===== config.mk =====
export PLATFORM = sky130hd
export DESIGN_NAME = mtrd_mod
export DESIGN_NICKNAME = d
export VERILOG_FILES = /design/src/sv/mtrd_pkg.sv /design/src/sv/mtrd_mod.sv
export SDC_FILE = /design/constraint.sdc
export NUM_CORES = 1
export LEC_CHECK = 0
export ABC_AREA = 1
export BUFFER_PORTS_ARGS = -buffer_cell sky130_fd_sc_hd__clkbuf_2
export CELL_PAD_IN_SITES_DETAIL_PLACEMENT = 0
export CELL_PAD_IN_SITES_GLOBAL_PLACEMENT = 1
export CORE_ASPECT_RATIO = 0.6
export CORE_UTILIZATION = 48
export CTS_CLUSTER_DIAMETER = 40
export DETAILED_ROUTE_END_ITERATION = 10
export GPL_TIMING_DRIVEN = 1
export PLACE_DENSITY = 0.88
export SYNTH_ARGS = -nofsm -noshare
export SYNTH_HDL_FRONTEND = slang
export SYNTH_SLANG_ARGS = --single-unit

===== constraint.sdc =====
create_clock -name clk -period 7.3 [get_ports clk]
set_input_delay 0.73 -clock clk [delete_from_list [all_inputs] [get_ports clk]]
set_output_delay 0.73 -clock clk [all_outputs]
set_load 0.02 [all_outputs]

===== src/sv/mtrd_pkg.sv =====
`default_nettype none

package mtrd_pkg;

  // Word and table geometry
  localparam int unsigned WORD_W       = 32;
  localparam int unsigned STATE_WORDS  = 624;
  localparam int unsigned TWIST_OFFSET = 397;

  // Seeding and twist constants
  localparam logic [WORD_W-1:0] SEED_RESET  = 32'd4357;
  localparam logic [WORD_W-1:0] SEED_MULT   = 32'd69069;
  localparam logic [WORD_W-1:0] MATRIX_WORD = 32'h9908b0df;

  // Tempering masks
  localparam logic [WORD_W-1:0] TEMPER_B = 32'h9d2c5680;
  localparam logic [WORD_W-1:0] TEMPER_C = 32'hefc60000;

  // A word with a one-cycle valid strobe
  typedef struct packed {
    logic              valid;
    logic [WORD_W-1:0] data;
  } mtrd_word_t;

  // Seed register write
  typedef struct packed {
    logic              write;
    logic [WORD_W-1:0] data;
  } mtrd_seed_t;

  // Standard output tempering
  function automatic logic [WORD_W-1:0] temper(input logic [WORD_W-1:0] y_in);
    logic [WORD_W-1:0] y;
    y = y_in ^ (y_in >> 11);
    y = y ^ ((y << 7) & TEMPER_B);
    y = y ^ ((y << 15) & TEMPER_C);
    y = y ^ (y >> 18);
    return y;
  endfunction

endpackage

`default_nettype wire


===== src/sv/mtrd_mod.sv =====
`default_nettype none

module mtrd_mod (
  input  wire logic                            clk,
  input  wire logic                            rst,
  input  wire logic                            start,
  input  wire logic [mtrd_pkg::WORD_W-1:0]     dividend,
  input  wire logic [mtrd_pkg::WORD_W-1:0]     divisor,
  output      mtrd_pkg::mtrd_word_t            result
);

  localparam int unsigned W  = mtrd_pkg::WORD_W;
  localparam int unsigned CW = $clog2(W);
  localparam logic [CW-1:0] LAST_BIT = CW'(W - 1);

  logic          busy;
  logic [CW-1:0] count;
  logic [W-1:0]  quo_sr;
  logic [W-1:0]  rem;
  logic [W-1:0]  divisor_q;

  logic [W:0]    trial;
  logic [W:0]    diff;
  logic [W-1:0]  rem_next;

  // Shift in one dividend bit, subtract the divisor when it fits
  assign trial    = {rem, quo_sr[W-1]};
  assign diff     = trial - {1'b0, divisor_q};
  assign rem_next = diff[W] ? trial[W-1:0] : diff[W-1:0];

  always_ff @(posedge clk) begin
    if (rst) begin
      busy         <= 1'b0;
      count        <= '0;
      result.valid <= 1'b0;
    end else begin
      result.valid <= 1'b0;
      if (start) begin
        busy      <= 1'b1;
        count     <= '0;
        quo_sr    <= dividend;
        rem       <= '0;
        divisor_q <= divisor;
      end else if (busy) begin
        rem    <= rem_next;
        quo_sr <= quo_sr << 1;
        count  <= count + 1'b1;
        // Last bit: publish the remainder
        if (count == LAST_BIT) begin
          busy         <= 1'b0;
          result.valid <= 1'b1;
          result.data  <= rem_next;
        end
      end
    end
  end

endmodule

`default_nettype wire


# --- Yosys cells after proc, flatten, opt, wreduce, memory -nomap -nowiden ---
# Index checks and enable logic that the tools add are counted.
totals:
  reg_bits: 135
  input_bits: 67
  output_inout_bits: 33
  elab_cells: 27
classes:
  addsub: 2
  n_eq_ne: 1
  muxes: 8
  n_bitwise: 3
  n_reduce_logical: 6
op_table:
  columns: ["cell", "count"]
  rows:
  - ["32-bit two-way mux", 4]
  - ["33-bit two-way mux", 1]
  - ["33-bit by 32-bit subtractor with 33-bit output", 1]
  - ["5-bit by 1-bit adder with 5-bit output (second input constant)", 1]
  - ["5-bit == test (second input constant)", 1]
  - ["2-bit AND reduction", 2]
  - ["4-bit AND reduction", 1]
  - ["1-bit two-way mux", 3]
  - ["1-bit NOT", 3]
  - ["3-bit OR reduction", 1]
  - ["2-bit nonzero test", 1]
  - ["2-bit OR reduction", 1]

# --- Depth between registers and ports, before layout ---
depth:
  word_depth: 4
  mapped_depth: 18
  depth_no_buf: 17

# --- Least setup slack after synthesis ---
# Ideal clock, no wire load.
synth_timing:
  path_type: "input -> register"
  from: "in start"
  to: "reg quo_sr[0], enable pin"
  setup_ns: 0.508
  arrival_ns: 3.945
  t_required_ns: 6.792
  setup_slack_ns: 2.848
  cell_stages: 2
  path_buffers: 0
  cell_sequence: "inv_1 a21oi_1"
synth_between:
  elab_chain_len: 2
synth_rtl:
  columns: ["element", "line", "rtl"]
  rows:
  - ["from (decl)", "mtrd_mod.sv:6", "input wire logic start,"]
  - ["2-bit nonzero test (no line)", null, null]
  - ["2-bit AND reduction (no line)", null, null]
  - ["to (signal assigned)", "mtrd_mod.sv:41", "quo_sr <= dividend;"]
  - ["to (signal assigned)", "mtrd_mod.sv:46", "quo_sr <= quo_sr << 1;"]
  - ["to (decl)", "mtrd_mod.sv:18", "logic [W-1:0] quo_sr;"]
# Every way passes these cells.
# A chain may end at the register's enable or synchronous reset.

# --- Worst setup path after layout ---
layout_timing:
  from: "reg quo_sr[31]"
  to: "reg rem[24], data pin"
layout_between:
  elab_chain_len: 3
layout_rtl:
  columns: ["element", "line", "rtl"]
  rows:
  - ["33-bit by 32-bit subtractor with 33-bit output", "mtrd_mod.sv:28", "assign diff = trial - {1'b0, divisor_q};"]
  - ["32-bit two-way mux", "mtrd_mod.sv:29", "assign rem_next = diff[W] ? trial[W-1:0] : diff[W-1:0];"]
  - ["32-bit two-way mux", "mtrd_mod.sv:44", "end else if (busy) begin"]
  - ["to (signal assigned)", "mtrd_mod.sv:45", "rem <= rem_next;"]
  - ["to (decl)", "mtrd_mod.sv:19", "logic [W-1:0] rem;"]
# Every way passes these cells. The select of a mux whose other input is x is not followed.

==> flow_metrics.env <==
export IMPL_outcome="finished, final reports clean"
export IMPL_fmax_mhz=354
export IMPL_crit_required_ns=7.45
export IMPL_ctsResizeCount=0
export IMPL_drc=0
export IMPL_setup_ws_ns=4.47
export IMPL_core_um2=17500
export IMPL_synthesis_area_um2=8750
export IMPL_final_cells=1410
export IMPL_dpl_worst_slack_ns=4.36
export IMPL_synth_seq_cells=135
export IMPL_gp_congestion=0.884
export IMPL_final_max_slew_viol_count=0
export IMPL_drive_gt1_frac=0.257
export IMPL_dp_hpwl_mm=14.3
export IMPL_internal_power_mw=1.64
export IMPL_cts_hold_buf=0
export IMPL_critPathSlowestCell="fa_1"
export IMPL_path_clk_slew_ns=0.06
export IMPL_ios=100
export IMPL_netlist_cell_type_count=35
export IMPL_drt_initial_drc_count=480
export IMPL_worstMarginPinSlew_ns=1.06
export IMPL_grt_antenna_before_repair=0
export IMPL_nets=1265
export IMPL_area_delta_synth_final_pct=14.3
export IMPL_synth_avg_cell_area_um2=8.25
export IMPL_path_cells="inv_1 > ha_1 > fa_1 > inv_1 > nand2_1 > nand2_2 > nand3_2 > nand2_4 > nand2_4 > nand2_4 > nand2_4 > nand2_4 > nand2_2 > nand2_4 > nand2_1 > nand2_4 > nor2_2"
export IMPL_cpMostUsedCell="nand2_4"
export IMPL_p_leak_nw=5.25
export IMPL_dieArea_um2=18800
export IMPL_synthCells=1060
export IMPL_finalSetupTns_ns=0
export IMPL_ff2ff_path_depth=17
export IMPL_hold_viol=0
export IMPL_vias=6541
export IMPL_clk_latency_ns=0.43
export IMPL_cp_top_family="simple AND/OR/NAND/NOR gates"
export IMPL_yosysWarningCount=0
export IMPL_critPathLaunchType="register"
export IMPL_drtPass1Iterations=8
export IMPL_period_share=0.387
export IMPL_finalCoreUtilization=0.571
export IMPL_synth_nets=1162
export IMPL_critPathKind="reg -> reg"
export IMPL_clk_path_buf_depth=2
export IMPL_numCtsBuffers=17
export IMPL_peakVddDrop_uv=175
export IMPL_cts_root_buf="clkbuf_16"
export IMPL_holdWs_ns=0.452
export IMPL_rrSetupSlack_ns=4.47
export IMPL_finalClockSkew_ns=0.0102
export IMPL_cts_setup_buffers=0
export IMPL_port_buffer_count=99
export IMPL_worstSetupStartpoint="quo_sr[31]"
export IMPL_crit_arrival_ns=2.97
export IMPL_finalSetupViolations=0
export IMPL_detail_route_antenna_nets=0
export IMPL_grt_max_degree=67
export IMPL_start_util=0.500
export IMPL_seqPwrFrac=0.378
export IMPL_cts_sinks=135
export IMPL_vias_per_cell=4.64
export IMPL_rr_startpoint="quo_sr[31]"
export IMPL_setup_worst_path_end="rem[24]"
export IMPL_hp_class="reg -> reg"
export IMPL_fin_crit_ns=2.83
export IMPL_worstSetupPathDepth=17
export IMPL_fp_row_count=37
export IMPL_slowest_delay_ns=0.41
export IMPL_diodes=0
export IMPL_sw_frac_of_total=0.344
export IMPL_grt_first_pass_wirelength_mm=31.4
export IMPL_p_per_area_nw_per_um2=250
export IMPL_grt_use_total=0.222
export IMPL_p_clk_frac=0.329
export IMPL_cp_buffers_inverters=2
export IMPL_fp_dieH_um=107
export IMPL_cts_tree="built"
export IMPL_die_w_um=176
export IMPL_grt_pass1_vias=6027
export IMPL_r2r_end="rem[24]"
export IMPL_seq_area_frac_synth=0.455
export IMPL_netSwitchingPower_uw=861
export IMPL_post_place_cells=1378
export IMPL_n_fill_cell=1646
export IMPL_max_cap_violations=0
export IMPL_comb_power_share=0.294
export IMPL_slew_headroom=0.293
export IMPL_wl_per_cell_um=13.8
export IMPL_h_tree_depth=4
export IMPL_grt_setup_unrepaired="false"
export IMPL_grt_ovfl_total=0
export IMPL_crit_fanout=32
export IMPL_end_kind="register"
export IMPL_drt_wl_total_mm=19.4
==> cell type report <==
cell class,instances,area [um^2],area share
flip-flops and latches,135,3980,0.398
well taps,234,293,0.0293
clock inverters,13,121,0.0121
clock buffers,19,433,0.0433
multi-input cells,669,3760,0.376
inverters,238,893,0.0893
repair buffers,102,518,0.0518
==> kinds of logic (layout without fill, tap and decap cells) <==
kind of cell	count (synthesis)	in the layout	synth area share
flops	135	135	0.455
xor+xnor	15	15	0.0150
simple gates	589	589	0.340
fa+ha+maj	35	35	0.0509
compound gates	30	30	0.0203
buf+inv	256	372	0.118
==> registers in the layout, summed over array words and instances (netlist names) <==
name,cells
count,5
divisor_q,32
busy,1
rem,32
quo_sr,32
result,33
==> per-stage QoR <==
step	total power [mW]	area, um^2
finish	2.50	10000
global route	2.64	10000
CTS	2.51	10000
detailed placement	1.69	9450
global placement	1.68	9450
floorplan	1.56	8750
==> how the worst min path moves through the flow <==
stage	from	end	slack (ns)	cells after the start
floorplan	count[3]	count[3]	0.41	1
global placement	count[3]	count[3]	0.45	1
detailed placement	count[3]	count[3]	0.44	1
CTS	count[3]	count[3]	0.45	1
global route	divisor[13]	divisor_q[13]	0.46	1
finish	count[3]	count[3]	0.45	1
==> synthesized netlist by cell type (all sizes together) <==
library cell / count / area, um^2
a21o: 1 / 7.51
o21bai: 1 / 7.51
or2: 1 / 8.76
dfxtp: 7 / 140
and2: 2 / 15.0
nor2: 81 / 407
nor3: 3 / 15.0
clkbuf: 9 / 33.8
edfxtp: 128 / 3840
a21oi: 25 / 148
buf: 9 / 106
ha: 34 / 425
and3: 1 / 6.26
fa: 1 / 20.0
xor2: 5 / 43.8
o21ai: 3 / 15.0
xnor2: 10 / 87.6
nand4: 5 / 31.3
nand2: 468 / 2320
nand3: 22 / 125
nand3b: 6 / 45.0
inv: 238 / 893
==> cell usage in the layout (no fill, tap or decap), types with 2 or more instances in the layout <==
cell and n:
a21oi_4 2, nand2_1 375, nand4_1 5, nand3_2 3
nor2_2 32, inv_1 207, clkinv_4 2, xnor2_1 10
nand2_4 64, xor2_1 5, clkinvlp_4 4, nand3_1 19
nand2_2 28, nor2_4 5, o21ai_0 3, inv_6 4
nand3b_1 6, clkbuf_2 98, ha_1 34, inv_2 31
a21oi_2 3, a21oi_1 20, clkbuf_1 2, dfxtp_1 7
nor3_1 3, edfxtp_1 128, clkbuf_16 17, nor2_1 44
buf_4 3
==> power by group through the flow <==
stage / registers, mW / clock network, mW / logic, mW
2_1_floorplan: 0.954 / 0 / 0.603
3_3_place_gp: 0.958 / 0 / 0.719
3_5_place_dp: 0.959 / 0 / 0.730
4_1_cts: 0.944 / 0.836 / 0.734
5_1_grt: 0.948 / 0.869 / 0.821
6_report: 0.944 / 0.821 / 0.734
==> routing by layer <==
metal	vias up	track usage	share of wire
li1	3394	-	-
met1	2942	0.359	0.55
met2	191	0.295	0.37
met3	14	0.0489	0.064
met4	0	0.0422	0.0071
met5	-	0	0
(Power assumes the default switching activity.)
